`src/pfre_pkg.sv`:
```
// Shared types, constants and helpers for the page framebuffer draw engine.
// No dependencies; imported by every module of the block.
package pfre_pkg;

  // Framebuffer geometry (powers of two)
  localparam int COLUMNS   = 128;
  localparam int PAGES     = 8;
  localparam int COL_BITS  = $clog2(COLUMNS);
  localparam int PAGE_BITS = $clog2(PAGES);
  localparam int ADDR_W    = COL_BITS + PAGE_BITS;
  localparam int DEPTH     = COLUMNS * PAGES;

  // Field widths
  localparam int CMD_W  = 3;
  localparam int POS_W  = 8;
  localparam int DATA_W = 8;
  // Page index of an 8-bit row (row / 8)
  localparam int PG_W   = POS_W - 3;

  // Command codes
  localparam logic [CMD_W-1:0] CMD_CLEAR   = 3'd0;
  localparam logic [CMD_W-1:0] CMD_PIXEL   = 3'd1;
  localparam logic [CMD_W-1:0] CMD_HLINE   = 3'd2;
  localparam logic [CMD_W-1:0] CMD_VLINE   = 3'd3;
  localparam logic [CMD_W-1:0] CMD_FILL    = 3'd4;
  localparam logic [CMD_W-1:0] CMD_OUTLINE = 3'd5;
  localparam logic [CMD_W-1:0] CMD_READ    = 3'd6;

  // Command classes seen by the controller
  localparam logic [1:0] KIND_CLEAR = 2'd0;
  localparam logic [1:0] KIND_READ  = 2'd1;
  localparam logic [1:0] KIND_DRAW  = 2'd2;
  localparam logic [1:0] KIND_NONE  = 2'd3;

  localparam logic [1:0] SEG_FIRST = 2'd0;
  localparam logic [1:0] SEG_FINAL = 2'd3;

  localparam logic [DATA_W-1:0] MASK_ALL = 8'hff;

  // Controller to datapath commands
  typedef struct packed {
    logic       take_in;
    logic       clr_step;
    logic       seg_load;
    logic [1:0] seg_idx;
    logic       rd_issue;
    logic       wr_do;
    logic       rdb_issue;
    logic       out_load;
  } pfre_cmd_t;

  // Datapath to controller status
  typedef struct packed {
    logic [1:0] kind;
    logic       seg_last;
    logic       walk_empty;
    logic       walk_last;
    logic       clr_last;
    logic       out_busy;
  } pfre_sts_t;

  // Single pixel bit within a page byte
  function automatic logic [DATA_W-1:0] bit_mask(input logic [2:0] row_bit);
    bit_mask = 8'h01 << row_bit;
  endfunction

  // Bits from row_bit down to the bottom of the byte
  function automatic logic [DATA_W-1:0] head_mask(input logic [2:0] row_bit);
    head_mask = MASK_ALL << row_bit;
  endfunction

  // Bits from the top of the byte down to row_bit
  function automatic logic [DATA_W-1:0] tail_mask(input logic [2:0] row_bit);
    tail_mask = MASK_ALL >> (3'd7 - row_bit);
  endfunction

  // Inclusive end of a span, held at 255
  function automatic logic [POS_W-1:0] span_end(input logic [POS_W-1:0] start,
                                                input logic [POS_W-1:0] len);
    logic [POS_W:0] sum;
    sum = {1'b0, start} + {1'b0, len} - {{POS_W{1'b0}}, 1'b1};
    span_end = sum[POS_W] ? {POS_W{1'b1}} : sum[POS_W-1:0];
  endfunction

endpackage

```
`src/pfre_ctrl.sv`:
```
// Controller state machine of the page framebuffer draw engine.
// Depends on pfre_pkg; drives pfre_datapath through command/status structs.
module pfre_ctrl (
  input  logic                clk,
  input  logic                rst_n,
  input  logic                in_valid,
  output logic                in_stall,
  input  pfre_pkg::pfre_sts_t sts,
  output pfre_pkg::pfre_cmd_t cmd
);
  import pfre_pkg::*;

  localparam logic [2:0] S_CLR  = 3'd0;
  localparam logic [2:0] S_IDLE = 3'd1;
  localparam logic [2:0] S_DEC  = 3'd2;
  localparam logic [2:0] S_SEG  = 3'd3;
  localparam logic [2:0] S_CHK  = 3'd4;
  localparam logic [2:0] S_RD   = 3'd5;
  localparam logic [2:0] S_WR   = 3'd6;
  localparam logic [2:0] S_DONE = 3'd7;

  logic [2:0] state_r, state_nxt;
  logic [1:0] seg_r, seg_nxt;
  logic       boot_r, boot_nxt;

  // State registers
  always_ff @(posedge clk) begin
    if (!rst_n) begin
      state_r <= S_CLR;
      seg_r   <= SEG_FIRST;
      boot_r  <= 1'b1;
    end else begin
      state_r <= state_nxt;
      seg_r   <= seg_nxt;
      boot_r  <= boot_nxt;
    end
  end

  assign in_stall = (state_r != S_IDLE);

  // Next state and command decode
  always_comb begin
    state_nxt = state_r;
    seg_nxt   = seg_r;
    boot_nxt  = boot_r;
    cmd       = '0;
    cmd.seg_idx = seg_r;
    case (state_r)
      S_CLR: begin
        cmd.clr_step = 1'b1;
        if (sts.clr_last) begin
          boot_nxt  = 1'b0;
          state_nxt = boot_r ? S_IDLE : S_DONE;
        end
      end
      S_IDLE: begin
        if (in_valid) begin
          cmd.take_in = 1'b1;
          state_nxt   = S_DEC;
        end
      end
      S_DEC: begin
        case (sts.kind)
          KIND_CLEAR: state_nxt = S_CLR;
          KIND_READ: begin
            cmd.rdb_issue = 1'b1;
            state_nxt     = S_DONE;
          end
          KIND_DRAW: begin
            seg_nxt   = SEG_FIRST;
            state_nxt = S_SEG;
          end
          default: state_nxt = S_DONE;
        endcase
      end
      S_SEG: begin
        cmd.seg_load = 1'b1;
        state_nxt    = S_CHK;
      end
      S_CHK: begin
        if (!sts.walk_empty) begin
          state_nxt = S_RD;
        end else if (sts.seg_last) begin
          state_nxt = S_DONE;
        end else begin
          seg_nxt   = seg_r + 2'd1;
          state_nxt = S_SEG;
        end
      end
      S_RD: begin
        cmd.rd_issue = 1'b1;
        state_nxt    = S_WR;
      end
      S_WR: begin
        cmd.wr_do = 1'b1;
        if (!sts.walk_last) begin
          state_nxt = S_RD;
        end else if (sts.seg_last) begin
          state_nxt = S_DONE;
        end else begin
          seg_nxt   = seg_r + 2'd1;
          state_nxt = S_SEG;
        end
      end
      S_DONE: begin
        if (!sts.out_busy) begin
          cmd.out_load = 1'b1;
          state_nxt    = S_IDLE;
        end
      end
      default: state_nxt = S_IDLE;
    endcase
  end

endmodule

```
`config.mk`:
```
export PLATFORM = sky130hd
export DESIGN_NAME = pfre_ctrl
export DESIGN_NICKNAME = d
export VERILOG_FILES = /design/src/pfre_pkg.sv /design/src/pfre_ctrl.sv
export SDC_FILE = /design/constraint.sdc
export NUM_CORES = 1
export LEC_CHECK = 0
export ABC_AREA = 1
export BUFFER_PORTS_ARGS = -buffer_cell sky130_fd_sc_hd__buf_2
export CORE_MARGIN = 2
export CORE_UTILIZATION = 43
export DETAILED_ROUTE_END_ITERATION = 10
export MAX_ROUTING_LAYER = met4
export PLACE_DENSITY = 0.71
export SLEW_MARGIN = 40
export SYNTH_ARGS = -nofsm -noshare
export SYNTH_HDL_FRONTEND = slang
export SYNTH_SLANG_ARGS = --single-unit
```
`constraint.sdc`:
```
create_clock -name clk -period 3 [get_ports clk]
set_input_delay 0.3 -clock clk [delete_from_list [all_inputs] [get_ports clk]]
set_output_delay 0.3 -clock clk [all_outputs]
set_load 0.01 [all_outputs]
```
==> results.ini <==
[run_status]
status = completed

[clock_network]
postCtsResizedCells = 0
cts_sinks = 6
path_clk_slew_ns = 0.05
cts_made_buffers = 3
worstSkewPairLatency_ns = 0.25
cts_hold_buf = 0
postCtsSetupBuffers = 0
cts_buffer_depth = 2
cts_tree = yes
htreeDepth = 1
ctsRootBufferMaster = clkbuf_4

[floorplanning]
coreArea_sq_mm = 0.00127
rows = 13
die_w_um = 40.2
io_pins = 20
die-area_sq_mm = 0.00161
die_h_um = 40.2
initial_core_util_pct = 44.4

[global_route]
grt_util_all_layers_pct = 16.3
grt_pass1_wl_um = 1750
antenna_found_initial = 0
grt_max_degree = 10
grt_pass1_vias = 469
grt-ovfl-total = 0

[sta]
fin_skew_ns = 0.00386
maxSlewViolCount = 0
tightestPinTransition_ns = 0.469
hold_violations = 0
setup_violations = 0
maxSlewHeadroom_pct = 68.7
fin_crit_ns = 1.63
max_freq_ghz = 0.615
finalSetupTns_ns = 0
rsz0062_at_grt = false
fin_crit_sh_pct = 54.2

[pwr]
p_leak_nw = 0.396
clkPwrFrac_pct = 13.4
switching_power_w = 0.000289
p_sw_share_pct = 51.2
power_density_mw_per_mm2 = 834
peakVddDrop_mv = 0.460
power_w = 0.000565
combPwrFrac_pct = 57.7
p_int_w = 0.000276
seqPwrFrac_pct = 28.9

[layout]
num_antenna_cells = 0
area_growth_pct = 20.2
final_cells = 130
layout.nets = 127
num-fill-cells = 147
drive_above_1_share_pct = 30.4
fin_util_pct = 53.4

[synthesis]
synth_enable_flop_cells = 0
netlist_area_sq_um = 563
syn-num-nets = 105
synthCells = 95
synthMostInstantiatedCell = nand2_1
yosys-top-cells-count = nand2_1, nor2_1, inv_1, dfxtp_1, nand4_1
synth.distinct_cells = 18
synth.yosys.seq_area_share_pct = 21.3
synth.area.top_cells = dfxtp_1, nand2_1, nor2_1, inv_1, nand3_4
async_reset_ff_share_pct = 0
synth_area_per_cell_sq_um = 5.93
yosysWarnings = 0
ys_ff_latch = 6
synth_top_area_share_pct = 21.3
yosysTopAreaCell = dfxtp_1
synthFlopType = dfxtp_1

[worst_setup_path]
cp.required_ns = 2.70
arrival_ns = 1.33
path_cells = inv_4 > nand2_1 > nor2_2 > inv_1 > nor2_1 > buf_2
critPathMaxFanout = 9
critPathKind = register to output pin
slowest_stage = dfxtp_1
max_stage_delay_ns = 0.61
critPathBufInv = 3
regToRegSetupSlack_ns = 1.66
critPathLaunchType = register
cp-end-kind = output pin
path_delay_family = flip-flops

[drt]
firstDrtPassIters = 4
via_per_inst = 4.74
wire_per_inst_um = 9.12
drt_wl_total_um = 1190
drt_iter0_drc = 8
drtAntennaViolNets = 0
drc = 0
vias = 616

[placement]
routabilityCongestion = 0.755
numPlacedInstances = 127
hpwl_um = 980
portBuffers = 19

[min_path]
min_path_type = input port to register

[job]
maxCapViolCount = 0

[final timing paths]
path / start / end / cells after the start
max: state_r[1] / cmd[8] / 6
min reg2reg: boot_r / boot_r / 2
min: rst_n / boot_r / 2
max reg2reg: state_r[1] / state_r[0] / 9
[metal layers]
layer	global-route usage (%)	share of wire, %	vias up
li1	-	-	330
met1	21.4	49	267
met3	0	5.1	2
met4	10.0	0.68	0
met5	-	0	-
met2	25.0	46	17
[registers in the layout, indices dropped and copies added, names as in the netlist]
register and flops:
boot_r 1, seg_r 2, state_r 3
[stage by stage]
step                hold WS [ns]  setup WS [ns]  area, sq um
global placement           0.433           1.66          654
floorplan                  0.369           1.74          563
CTS                        0.272           1.37          677
finish                     0.273           1.37          677
global route               0.269           1.25          677
detailed placement         0.433           1.64          654
[cell type report]
type	count	area, sq um	share of cell area [%]
repair buffers	19	95.1	14.0
inverters	20	80.1	11.8
flip-flops and latches	6	120	17.7
well taps	15	18.8	2.77
multi-input cells	67	340	50.3
clock buffers	3	22.5	3.33
[worst reg2reg max path, delay by kind of cell, from the launching register on]
family / cells / cell delay (ns)
flip-flops: 1 / 0.61
AND/OR/NAND/NOR: 7 / 0.48
buffers and inverters: 2 / 0.15
[power groups by stage]
stage | sequential (W) | clock [W] | combinational [W]
finish | 0.000163 | 0.0000754 | 0.000326
global route | 0.000169 | 0.0000797 | 0.000368
CTS | 0.000162 | 0.0000765 | 0.000330
detailed placement | 0.000164 | 0 | 0.000327
global placement | 0.000162 | 0 | 0.000323
floorplan | 0.000136 | 0 | 0.000284
[cells by family after synthesis]
logic type	synth area share, %
buf+inv	18.2
compound gates	5.33
flops	21.3
simple gates	55.1
[layout by cell type, fill, tap and decap left out, drive strengths merged]
cell	synthesis	layout
dfxtp	6	6
nor4	1	1
nand2	24	24
o22ai	1	1
nor3	1	1
inv	20	20
nor2	24	24
nand3	7	7
nand4	5	5
clkbuf	0	3
buf	2	19
a21oi	4	4
(Power assumes the default switching activity.)
